<file path="config.mk">
export PLATFORM = sky130hd
export DESIGN_NAME = keyed_value_table_top
export DESIGN_NICKNAME = d
export VERILOG_FILES = /design/src/design/kvt_pkg.sv /design/src/design/keyed_value_table_top.sv
export SDC_FILE = /design/constraint.sdc
export NUM_CORES = 2
export LEC_CHECK = 0
export BUFFER_PORTS_ARGS = -buffer_cell sky130_fd_sc_hd__buf_2
export CORE_MARGIN = 2
export CORE_UTILIZATION = 40
export CTS_CLUSTER_DIAMETER = 120
export DETAILED_ROUTE_END_ITERATION = 10
export HOLD_SLACK_MARGIN = 0.06
export PLACE_DENSITY = 0.6
export SETUP_SLACK_MARGIN = 0.2
export SYNTH_ARGS = -nofsm -noshare
export SYNTH_HDL_FRONTEND = slang
export SYNTH_SLANG_ARGS = --single-unit
</file>
<file path="constraint.sdc">
create_clock -name i_clk -period 8.3 [get_ports i_clk]
set_input_delay 0.415 -clock i_clk [delete_from_list [all_inputs] [get_ports i_clk]]
set_output_delay 0.415 -clock i_clk [all_outputs]
set_load 0.05 [all_outputs]
</file>
<file path="src/design/kvt_pkg.sv">
// ----------------------------------------------------------------------------
// kvt_pkg: shared types and codes for the keyed value table
// Request mode codes, status codes and the sequencer state type.
// ----------------------------------------------------------------------------
`default_nettype none

package kvt_pkg;

    localparam int MODE_W   = 3;
    localparam int STATUS_W = 2;

    localparam logic [MODE_W-1:0] MODE_INSERT = 3'd0;
    localparam logic [MODE_W-1:0] MODE_ERASE  = 3'd1;
    localparam logic [MODE_W-1:0] MODE_LOOKUP = 3'd2;
    localparam logic [MODE_W-1:0] MODE_COUNT  = 3'd3;
    localparam logic [MODE_W-1:0] MODE_CLEAR  = 3'd4;

    localparam logic [STATUS_W-1:0] ST_OK        = 2'd0;
    localparam logic [STATUS_W-1:0] ST_FULL      = 2'd1;
    localparam logic [STATUS_W-1:0] ST_DUPLICATE = 2'd2;
    localparam logic [STATUS_W-1:0] ST_NOT_FOUND = 2'd3;

    typedef enum logic [1:0] {
        S_IDLE,
        S_SCAN,
        S_SHIFT,
        S_DONE
    } t_state;

endpackage

`default_nettype wire

</file>
<file path="src/design/keyed_value_table_top.sv">
// ----------------------------------------------------------------------------
// keyed_value_table_top: packed key/value table with linear search
// Insert, erase, lookup, count-by-value and clear over a table kept in
// insertion order, using one sequenced read port and one compare stage.
// ----------------------------------------------------------------------------
// Usage:
//   Request words enter on i_in_valid / o_in_stall (i_mode, i_req_key,
//   i_req_value). One result word per request leaves on o_out_valid /
//   i_out_stall.
//   A request passes from accept to result through an accept step, a scan
//   that reads one entry per cycle through the table memory (registered
//   read, so each compare follows its read), and a step to post the result.
//   An erase that hits continues with a shift pass of one entry per cycle
//   over the entries above the match. Clear and unknown modes skip the scan
//   and go straight to posting the result.
//   Only one request is in work at a time; o_in_stall is high from accept
//   until the result is posted. The result register frees the input side:
//   a new request is accepted while the previous result is still stalled.
//   If the receiver stalls when a result is ready, the sequencer holds in
//   its final state until the result register is free.
//   Reset empties the table (fill level zero); the memory itself is not
//   cleared and needs no clearing pass.
// ----------------------------------------------------------------------------
`default_nettype none

module keyed_value_table_top #(
    parameter int TABLE_DEPTH = 32,
    parameter int KEY_BITS    = 32,
    parameter int VALUE_BITS  = 32
) (
    input  wire logic                              i_clk,
    input  wire logic                              i_rst_n,

    input  wire logic                              i_in_valid,
    output logic                                   o_in_stall,
    input  wire logic [kvt_pkg::MODE_W-1:0]        i_mode,
    input  wire logic [KEY_BITS-1:0]               i_req_key,
    input  wire logic [VALUE_BITS-1:0]             i_req_value,

    output logic                                   o_out_valid,
    input  wire logic                              i_out_stall,
    output logic [kvt_pkg::STATUS_W-1:0]           o_status,
    output logic                                   o_hit,
    output logic [VALUE_BITS-1:0]                  o_found_value,
    output logic [$clog2(TABLE_DEPTH+1)-1:0]       o_match_count,
    output logic [$clog2(TABLE_DEPTH+1)-1:0]       o_entry_total
);

    localparam int AW    = $clog2(TABLE_DEPTH);
    localparam int CNT_W = $clog2(TABLE_DEPTH + 1);

    // table memory
    logic [KEY_BITS-1:0]   key_mem [TABLE_DEPTH];
    logic [VALUE_BITS-1:0] val_mem [TABLE_DEPTH];
    logic [KEY_BITS-1:0]   r_key_q;
    logic [VALUE_BITS-1:0] r_val_q;

    // control
    kvt_pkg::t_state r_state, n_state;
    logic [CNT_W-1:0] r_fill, n_fill;
    logic [CNT_W-1:0] r_idx, n_idx;
    logic             r_chk_valid, n_chk_valid;
    logic             r_out_valid, n_out_valid;

    // payload
    logic [kvt_pkg::MODE_W-1:0]   r_mode, n_mode;
    logic [KEY_BITS-1:0]          r_key, n_key;
    logic [VALUE_BITS-1:0]        r_value, n_value;
    logic [AW-1:0]                r_chk_idx, n_chk_idx;
    logic                         r_hit, n_hit;
    logic [VALUE_BITS-1:0]        r_found, n_found;
    logic [CNT_W-1:0]             r_count, n_count;
    logic [kvt_pkg::STATUS_W-1:0] r_out_status, n_out_status;
    logic                         r_out_hit, n_out_hit;
    logic [VALUE_BITS-1:0]        r_out_found, n_out_found;
    logic [CNT_W-1:0]             r_out_count, n_out_count;
    logic [CNT_W-1:0]             r_out_total, n_out_total;

    // shared datapath controls
    logic                  key_mode;
    logic                  key_eq;
    logic                  val_eq;
    logic                  scan_hit;
    logic                  scan_end;
    logic                  rd_issue;
    logic                  out_free;
    logic                  tbl_full;
    logic                  mem_we;
    logic [AW-1:0]         mem_waddr;
    logic [KEY_BITS-1:0]   mem_wkey;
    logic [VALUE_BITS-1:0] mem_wval;

    assign key_mode = (r_mode == kvt_pkg::MODE_INSERT) || (r_mode == kvt_pkg::MODE_ERASE) ||
                      (r_mode == kvt_pkg::MODE_LOOKUP);
    assign key_eq   = (r_key_q == r_key);
    assign val_eq   = (r_val_q == r_value);
    assign scan_hit = (r_state == kvt_pkg::S_SCAN) && r_chk_valid && key_mode && key_eq;
    assign scan_end = !r_chk_valid && (r_idx >= r_fill);
    assign rd_issue = ((r_state == kvt_pkg::S_SCAN) || (r_state == kvt_pkg::S_SHIFT)) &&
                      (r_idx < r_fill);
    assign out_free = !r_out_valid || !i_out_stall;
    assign tbl_full = (r_fill == CNT_W'(TABLE_DEPTH));

    // next state
    always_comb begin
        n_state = r_state;
        unique case (r_state)
            kvt_pkg::S_IDLE: begin
                if (i_in_valid) begin
                    if ((i_mode == kvt_pkg::MODE_INSERT) || (i_mode == kvt_pkg::MODE_ERASE) ||
                        (i_mode == kvt_pkg::MODE_LOOKUP) || (i_mode == kvt_pkg::MODE_COUNT)) begin
                        n_state = kvt_pkg::S_SCAN;
                    end else begin
                        n_state = kvt_pkg::S_DONE;
                    end
                end
            end
            kvt_pkg::S_SCAN: begin
                if (scan_hit) begin
                    n_state = (r_mode == kvt_pkg::MODE_ERASE) ? kvt_pkg::S_SHIFT
                                                              : kvt_pkg::S_DONE;
                end else if (scan_end) begin
                    n_state = kvt_pkg::S_DONE;
                end
            end
            kvt_pkg::S_SHIFT: begin
                if (scan_end) begin
                    n_state = kvt_pkg::S_DONE;
                end
            end
            kvt_pkg::S_DONE: begin
                if (out_free) begin
                    n_state = kvt_pkg::S_IDLE;
                end
            end
            default: n_state = kvt_pkg::S_IDLE;
        endcase
    end

    // datapath and outputs
    always_comb begin
        n_fill       = r_fill;
        n_idx        = r_idx;
        n_chk_valid  = r_chk_valid;
        n_out_valid  = r_out_valid && i_out_stall;
        n_mode       = r_mode;
        n_key        = r_key;
        n_value      = r_value;
        n_chk_idx    = r_chk_idx;
        n_hit        = r_hit;
        n_found      = r_found;
        n_count      = r_count;
        n_out_status = r_out_status;
        n_out_hit    = r_out_hit;
        n_out_found  = r_out_found;
        n_out_count  = r_out_count;
        n_out_total  = r_out_total;
        mem_we       = 1'b0;
        mem_waddr    = r_fill[AW-1:0];
        mem_wkey     = r_key;
        mem_wval     = r_value;

        unique case (r_state)
            kvt_pkg::S_IDLE: begin
                if (i_in_valid) begin
                    n_mode      = i_mode;
                    n_key       = i_req_key;
                    n_value     = i_req_value;
                    n_idx       = '0;
                    n_chk_valid = 1'b0;
                    n_hit       = 1'b0;
                    n_found     = '0;
                    n_count     = '0;
                end
            end
            kvt_pkg::S_SCAN: begin
                n_chk_valid = rd_issue;
                n_chk_idx   = r_idx[AW-1:0];
                if (rd_issue) begin
                    n_idx = r_idx + CNT_W'(1);
                end
                if (r_chk_valid && (r_mode == kvt_pkg::MODE_COUNT) && val_eq) begin
                    n_count = r_count + CNT_W'(1);
                end
                if (scan_hit) begin
                    n_hit       = 1'b1;
                    n_found     = r_val_q;
                    n_idx       = CNT_W'(r_chk_idx) + CNT_W'(1);
                    n_chk_valid = 1'b0;
                end
            end
            kvt_pkg::S_SHIFT: begin
                n_chk_valid = rd_issue;
                n_chk_idx   = r_idx[AW-1:0];
                if (rd_issue) begin
                    n_idx = r_idx + CNT_W'(1);
                end
                if (r_chk_valid) begin
                    mem_we    = 1'b1;
                    mem_waddr = r_chk_idx - AW'(1);
                    mem_wkey  = r_key_q;
                    mem_wval  = r_val_q;
                end
            end
            kvt_pkg::S_DONE: begin
                if (out_free) begin
                    n_out_valid  = 1'b1;
                    n_out_status = kvt_pkg::ST_OK;
                    n_out_hit    = r_hit;
                    n_out_found  = '0;
                    n_out_count  = r_count;
                    case (r_mode)
                        kvt_pkg::MODE_INSERT: begin
                            if (tbl_full) begin
                                n_out_status = kvt_pkg::ST_FULL;
                            end else if (r_hit) begin
                                n_out_status = kvt_pkg::ST_DUPLICATE;
                            end else begin
                                mem_we = 1'b1;
                                n_fill = r_fill + CNT_W'(1);
                            end
                        end
                        kvt_pkg::MODE_ERASE: begin
                            if (r_hit) begin
                                n_fill = r_fill - CNT_W'(1);
                            end else begin
                                n_out_status = kvt_pkg::ST_NOT_FOUND;
                            end
                        end
                        kvt_pkg::MODE_LOOKUP: begin
                            if (r_hit) begin
                                n_out_found = r_found;
                            end else begin
                                n_out_status = kvt_pkg::ST_NOT_FOUND;
                            end
                        end
                        kvt_pkg::MODE_CLEAR: begin
                            n_fill = '0;
                        end
                        default: begin
                        end
                    endcase
                    n_out_total = n_fill;
                end
            end
            default: begin
            end
        endcase
    end

    // table memory: one write, one registered read
    always_ff @(posedge i_clk) begin
        if (mem_we) begin
            key_mem[mem_waddr] <= mem_wkey;
            val_mem[mem_waddr] <= mem_wval;
        end
        if (rd_issue) begin
            r_key_q <= key_mem[r_idx[AW-1:0]];
            r_val_q <= val_mem[r_idx[AW-1:0]];
        end
    end

    always_ff @(posedge i_clk) begin
        if (!i_rst_n) begin
            r_state     <= kvt_pkg::S_IDLE;
            r_fill      <= '0;
            r_idx       <= '0;
            r_chk_valid <= 1'b0;
            r_out_valid <= 1'b0;
        end else begin
            r_state     <= n_state;
            r_fill      <= n_fill;
            r_idx       <= n_idx;
            r_chk_valid <= n_chk_valid;
            r_out_valid <= n_out_valid;
        end
    end

    always_ff @(posedge i_clk) begin
        r_mode       <= n_mode;
        r_key        <= n_key;
        r_value      <= n_value;
        r_chk_idx    <= n_chk_idx;
        r_hit        <= n_hit;
        r_found      <= n_found;
        r_count      <= n_count;
        r_out_status <= n_out_status;
        r_out_hit    <= n_out_hit;
        r_out_found  <= n_out_found;
        r_out_count  <= n_out_count;
        r_out_total  <= n_out_total;
    end

    assign o_in_stall    = (r_state != kvt_pkg::S_IDLE);
    assign o_out_valid   = r_out_valid;
    assign o_status      = r_out_status;
    assign o_hit         = r_out_hit;
    assign o_found_value = r_out_found;
    assign o_match_count = r_out_count;
    assign o_entry_total = r_out_total;

    // checks
    a_fill_bound: assert property (@(posedge i_clk) disable iff (!i_rst_n)
        r_fill <= CNT_W'(TABLE_DEPTH))
        else $error("fill level above table depth");

    a_busy_after_accept: assert property (@(posedge i_clk) disable iff (!i_rst_n)
        (i_in_valid && !o_in_stall) |=> o_in_stall)
        else $error("request accepted but sequencer not busy");

    a_chk_in_scan: assert property (@(posedge i_clk) disable iff (!i_rst_n)
        r_chk_valid |-> ((r_state == kvt_pkg::S_SCAN) || (r_state == kvt_pkg::S_SHIFT)))
        else $error("pending compare outside scan or shift");

    a_post_result: assert property (@(posedge i_clk) disable iff (!i_rst_n)
        ((r_state == kvt_pkg::S_DONE) && out_free) |=> r_out_valid)
        else $error("result not posted on completion");

    a_count_bound: assert property (@(posedge i_clk) disable iff (!i_rst_n)
        (r_state == kvt_pkg::S_DONE) |-> (r_count <= r_fill))
        else $error("match count above fill level");

endmodule

`default_nettype wire
</file>
# Yosys cells after proc, flatten, opt, wreduce, memory -nomap -nowiden
# Memories as Yosys holds them, arrays and structs flattened. A register that Yosys moved wholly into a read port is not among the register bits.
# Cells that the tools add are included.
[word_totals]
mem_count = 2
regBits = 174
word_cells = 122
ramBits = 2048
[op_classes]
reduce_logical = 33
order_cmp = 2
n_mux = 45
eq_ne = 17
addsub = 6
[mem_list]
columns = ["memory", "words", "width", "rd", "rd_ports_with_merged_regs", "wr", "line", "source"]
rows = [
  ["key_mem", 32, 32, 1, 1, 1, "keyed_value_table_top.sv:53", "logic [KEY_BITS-1:0] key_mem [TABLE_DEPTH];"],
  ["val_mem", 32, 32, 1, 1, 1, "keyed_value_table_top.sv:54", "logic [VALUE_BITS-1:0] val_mem [TABLE_DEPTH];"],
]
[op_table]
columns = ["cell", "count"]
rows = [
  ["two-way mux 32 bit", 6],
  ["== test 32 bit", 2],
  ["case mux 32 bit (2 select lines)", 1],
  ["two-way mux 6 bit", 7],
  ["case mux 6 bit (3 select lines)", 2],
  ["adder 6 x 1 -> 6 bit (second input constant)", 3],
  ["two-way mux 2 bit", 8],
  ["two-way mux 1 bit", 13],
  ["== test 3 x 2 -> 1 bit (second input constant)", 4],
  ["case mux 6 bit (2 select lines)", 1],
  ["two-way mux 5 bit", 2],
  ["AND reduction 2 bit", 5],
  ["logical AND 1 bit", 8],
  ["case mux 2 bit (4 select lines)", 1],
  ["logical OR 1 bit", 7],
  ["adder 5 x 1 -> 6 bit (second input constant)", 1],
  ["== test 3 x 1 -> 1 bit (second input constant)", 2],
  ["== test 6 bit (second input constant)", 1],
  ["greater-or-equal comparator 6 bit", 1],
  ["zero test 3 bit", 2],
  ["less-than comparator 6 bit", 1],
  ["inequality test 2 bit (second input constant)", 3],
  ["AND reduction 3 bit", 2],
  ["subtractor 6 x 1 -> 6 bit (second input constant)", 1],
  ["other kinds (13)", 19],
]

# Depth between registers and ports, before layout
[depth]
depth_word = 7
depth_mapped = 12
mapped_depth_nobuf = 9

# Least setup slack after synthesis
# Ideal clock, no wire load.
[synth_path]
kind = "register to register"
from = "register r_fill[0]"
to = "memory key_mem[23][0] (enable)"
path_slack_ns = 3.222
stages_incl_launch_ff = 7
t_arrival_ns = 4.591
path_buffers = 0
cell_sequence = "dfxtp_1 > inv_1 > ha_1 > a311o_1 > nor4_1 > a32oi_1 > nor2_1"
[synth_between]
elab_chain_len = 7
[synth_rtl]
columns = ["element", "line", "source"]
rows = [
  ["start, declared", "keyed_value_table_top.sv:60", "logic [CNT_W-1:0] r_fill, n_fill;"],
  ["start signal, assigned", "keyed_value_table_top.sv:272", "r_fill <= n_fill;"],
  ["== test 6 bit", "keyed_value_table_top.sv:102", "assign tbl_full = (r_fill == CNT_W'(TABLE_DEPTH));"],
  ["two-way mux 1 bit", "keyed_value_table_top.sv:214", "if (tbl_full) begin"],
  ["two-way mux 1 bit", "keyed_value_table_top.sv:212", "case (r_mode)"],
  ["two-way mux 1 bit", "keyed_value_table_top.sv:206", "if (out_free) begin"],
  ["case mux 1 bit (2 select lines)", "keyed_value_table_top.sv:163", "unique case (r_state)"],
  ["two-way mux 1 bit", "keyed_value_table_top.sv:253", "if (mem_we) begin"],
  ["two-way mux 1 bit (implied by the code)", "keyed_value_table_top.sv:254", "key_mem[mem_waddr] <= mem_wkey;"],
  ["end, declared", "keyed_value_table_top.sv:53", ""],
]
# Several ways; a longest one is shown, not always the timed one.

# Worst setup path after layout
[layout_path]
from = "register r_state[0]"
to = "memory val_mem[16][14] (enable)"
[layout_between]
elab_chain_len = 4
[layout_rtl]
columns = ["element", "line", "source"]
rows = [
  ["start, declared", "keyed_value_table_top.sv:59", "kvt_pkg::t_state r_state, n_state;"],
  ["start signal, assigned", "keyed_value_table_top.sv:265", "r_state <= kvt_pkg::S_IDLE;"],
  ["start signal, assigned", "keyed_value_table_top.sv:271", "r_state <= n_state;"],
  ["== test 2 bit", "keyed_value_table_top.sv:163", ""],
  ["case mux 1 bit (2 select lines)", "keyed_value_table_top.sv:163", ""],
  ["two-way mux 1 bit", "keyed_value_table_top.sv:253", ""],
  ["two-way mux 1 bit (implied by the code)", "keyed_value_table_top.sv:255", "val_mem[mem_waddr] <= mem_wval;"],
  ["end, declared", "keyed_value_table_top.sv:54", ""],
]
# Several ways; a longest one is shown, not always the timed one.

==> metrics.md <==
| Metric | Value |
|---|---|
| Result of the run | `completed` |
| Number of DRC violations after detailed routing | `0` |
| Signed area change from the synthesized netlist to the final layout | `13.6%` |
| Worst slew slack as a fraction of its limit | `18.6%` |
| Net count of the finished layout | `4084` |
| Clock Skew | `0.0516 ns` |
| Chain of cells forming the critical path | `inv_1 -> ha_1 -> and2_2 -> buf_4 -> mux2i_1 -> nand3_1 -> nor2_4 -> buf_4` |
| Inserted Diodes | `0` |
| Category of the worst setup path launch point | `register` |
| Via count of the first global-routing pass | `40913` |
| Peak supply drop | `0.205 mV` |
| Area share of the largest cell type after synthesis | `77.4%` |
| Clk pin slew, worst setup/hold paths | `0.06 ns` |
| Most frequent CP cell | `sky130_fd_sc_hd__buf_4` |
| Share of flip-flops with an asynchronous set or reset | `0%` |
| GRT Util Overall | `19.0%` |
| Critical path data arrival time | `5.08 ns` |
| Power density cells | `263 nW/um2` |
| Slew of the pin with the lowest slew margin | `1.21 ns` |
| Most common cell after layout, fill and taps aside | `sky130_fd_sc_hd__edfxtp_1` |
| Number of nets in the synthesized netlist | `3773` |
| Number of antenna violations at the first check in global routing | `3` |
| Post-Syn Area | `88100 um2` |
| Layer with the highest usage | `met2` |
| Number of top-level pins | `120` |
| Global-route wire length before repair | `304 mm` |
| Number of distinct standard cells referenced by the synthesized netlist | `60` |
| Die outline area | `224000 um2` |
| Sequential fraction of the synthesis area | `77.8%` |
| Shortest period the worst path allows | `4.67 ns` |
| Port Buffers | `119` |
| Core footprint | `219000 um2` |
| Final period utilization | `56.3%` |
| Horizontal extent of the die | `473 um` |
| Total negative setup slack | `0 ns` |
| Total clock buffers created by CTS | `220` |
| Tot Pwr | `26.4 mW` |
| Tightest Hold Check Type | `in -> reg` |
| Hold buffer count at CTS | `71` |
| Length of the first detailed-routing pass in iterations | `7` |
| Highest clock rate | `214 MHz` |
| Combinational family with the most area after synthesis | `multiplexers` |
| CP peak stage delay | `0.98 ns` |
| Count of flip-flops with a built-in enable after synthesis | `2270` |
| Placed Instances | `6574` |
| Proportion of synthesized area in mux cells | `18.0%` |
| Post-CTS Setup Bufs | `0` |
| Initial detailed-routing violation count | `4623` |
| Cell taking the most area after synthesis | `sky130_fd_sc_hd__edfxtp_1` |
| Met1 track demand over resource | `27.2%` |
| Post-route antenna net violation count | `0` |
| Drt total wl | `213 mm` |
| Crit path required time | `8.71 ns` |
| Arithmetic-cell share of the synthesized area counting full adders, half adders and majority gates | `0.241%` |
| Leakage | `29.8 nW` |
| Final count of pins violating max slew | `0` |
| Number of max-cap violations | `0` |
| Met3 usage in global routing | `2.86%` |
| Latest clock arrival within the worst-skew pair | `0.84 ns` |
| CP max stage cell | `sky130_fd_sc_hd__buf_4` |
| Biggest fanout along the worst timing path | `49` |
| Largest cells by area after synthesis | `sky130_fd_sc_hd__edfxtp_1 (77%), sky130_fd_sc_hd__mux4_2 (16%), sky130_fd_sc_hd__mux2_2 (1.7%)` |
| CTS tree | `yes` |
| Die boundary height | `473 um` |
| Number of warnings printed during yosys synthesis | `0` |
| Number of cells produced by synthesis | `3685` |
| Fraction of synthesized cell area in xor and xnor cells | `0.746%` |
| Final-report hold violation count | `0` |
| Sink Count | `2286` |
| CP endpoint kind | `register` |
| Synth Register Bits | `2286` |
| Unrepaired setup endpoints after global routing | `no` |
| Cells resized by post-CTS repair | `0` |
| Setup violation total in the final timing report | `0` |
| Basic-gate share of the synthesized area counting and, or, nand and nor cells | `1.51%` |
| Placed wire-length estimate | `114 mm` |
| Via count of the routed design | `40627` |
| Wirelength per Cell | `30.3 um` |
| Vias/cell | `5.77` |
| Average cell area after synthesis | `23.9 um2` |
| CTS Root Buffer Type | `sky130_fd_sc_hd__clkbuf_16` |
| Fraction of the mapped netlist area in compound gates | `0.727%` |
| Routability Congestion | `0.761` |
| Cell Rows | `172` |
| Remaining Overflow, GRT | `0` |
| Share of final-layout standard cells stronger than drive strength 1 | `31.2%` |
| Final Instance Count excl. Fillers | `7044` |
| Leading cell types in the layout, fill and taps excluded | `sky130_fd_sc_hd__edfxtp_1 (2270), sky130_fd_sc_hd__mux4_2 (640), sky130_fd_sc_hd__clkbuf_16 (224)` |
| Maximum number of pins on one net before global-route repair | `137` |
| Met2 GRT Util | `31.1%` |
| Clk buf depth | `3` |
| Top flip-flop cell by instance count after synthesis | `sky130_fd_sc_hd__edfxtp_1` |
| Critical Setup Path Class | `reg -> reg` |
| Number of levels in the clock H-tree | `4` |
| Starting Density | `40.2%` |
## state kept, by name, summed over array words and instances (netlist names), 5 cells and up
register,count
r_count,6
r_key_q,32
r_idx,6
r_found,32
r_fill,6
r_val_q,32
r_value,32
o_entry_total,6
r_chk_idx,5
o_found_value,32
r_key,32
key_mem,1024
o_match_count,6
val_mem,1024
## synthesized netlist by cell type, types with 4 or more instances
cell / instances
sky130_fd_sc_hd__a21oi_1: 18
sky130_fd_sc_hd__a31oi_1: 8
sky130_fd_sc_hd__a32oi_1: 5
sky130_fd_sc_hd__and2_1: 70
sky130_fd_sc_hd__and3_1: 4
sky130_fd_sc_hd__buf_1: 29
sky130_fd_sc_hd__buf_2: 34
sky130_fd_sc_hd__buf_4: 14
sky130_fd_sc_hd__clkbuf_1: 100
sky130_fd_sc_hd__dfxtp_1: 16
sky130_fd_sc_hd__edfxtp_1: 2270
sky130_fd_sc_hd__ha_1: 17
sky130_fd_sc_hd__inv_1: 18
sky130_fd_sc_hd__mux2_2: 130
sky130_fd_sc_hd__mux4_2: 640
sky130_fd_sc_hd__nand2_1: 31
sky130_fd_sc_hd__nand2b_1: 7
sky130_fd_sc_hd__nand3_1: 17
sky130_fd_sc_hd__nand4_1: 17
sky130_fd_sc_hd__nor2_1: 52
sky130_fd_sc_hd__nor2b_1: 7
sky130_fd_sc_hd__nor3_1: 12
sky130_fd_sc_hd__nor4_1: 8
sky130_fd_sc_hd__o21a_1: 6
sky130_fd_sc_hd__o21ai_0: 13
sky130_fd_sc_hd__or3_1: 6
sky130_fd_sc_hd__xnor2_1: 54
sky130_fd_sc_hd__xor2_1: 21
## power breakdown
part / leakage (nW) / total, mW / internal, mW / switching, mW
registers: 20.6 / 14.2 / 13.8 / 0.383
clock network: 3.31 / 9.56 / 5.36 / 4.20
logic: 5.88 / 2.60 / 0.696 / 1.90
total: 29.8 / 26.4 / 19.9 / 6.48
## final cells by class
type | count | area (um2)
well taps | 2871 | 3590
inverters | 18 | 72.6
multi-input cells | 1201 | 19000
clock buffers | 281 | 5820
fillers | 18028 | 119000
clock inverters | 118 | 993
repair buffers | 269 | 2100
flip-flops and latches | 2286 | 68500
## metrics by stage
stage | hold WS [ns] | area, um2 | utilization [%] | setup WS [ns]
finish | 0.280 | 100000 | 45.6 | 3.63
global route | 0.228 | 100000 | 45.6 | 3.45
CTS | 0.208 | 100000 | 45.6 | 3.65
detailed placement | 0.470 | 92600 | 42.2 | 3.68
global placement | 0.469 | 92600 | 42.2 | 3.70
floorplan | 0.429 | 88100 | - | 3.22
## worst max-delay path: cells and delay by family, from the launching register on
family                   cells  cell delay, ns
buffers and inverters        3            1.62
adder cells (fa/ha/maj)      1            0.36
flip-flops                   1            0.36
AND/OR/NAND/NOR              3            1.31
multiplexers                 1            0.54
## cell families after synthesis
kind of cell | after synthesis
AND/OR/NAND/NOR | 247
buffers and inverters | 198
multiplexers | 772
XOR/XNOR | 75
adder cells (fa/ha/maj) | 17
flip-flops | 2286
AO/OA/AOI/OAI | 90
## routing by layer
layer	part of all wire [%]	wire [um]
met2	49	105000
met5	0	0
met3	6.6	14000
met4	1.7	3690
met1	42	90600
## worst paths after layout
path | startpoint | endpoint | slack [ns] | cells after the start
worst max register to register | r_state[0]$_SDFFE_PN0P_ | val_mem[16][14]$_DFFE_PP_ | 3.63 | 8
worst min register to register | r_count[5]$_SDFFCE_PN0P_ | o_match_count[5]$_DFFE_PP_ | 0.48 | 0
worst min-delay path | i_req_key[21] | r_key[21]$_DFFE_PP_ | 0.28 | 2
worst max-delay path | r_state[0]$_SDFFE_PN0P_ | val_mem[16][14]$_DFFE_PP_ | 3.63 | 8
Note: power is estimated with default switching activity, not from simulation.
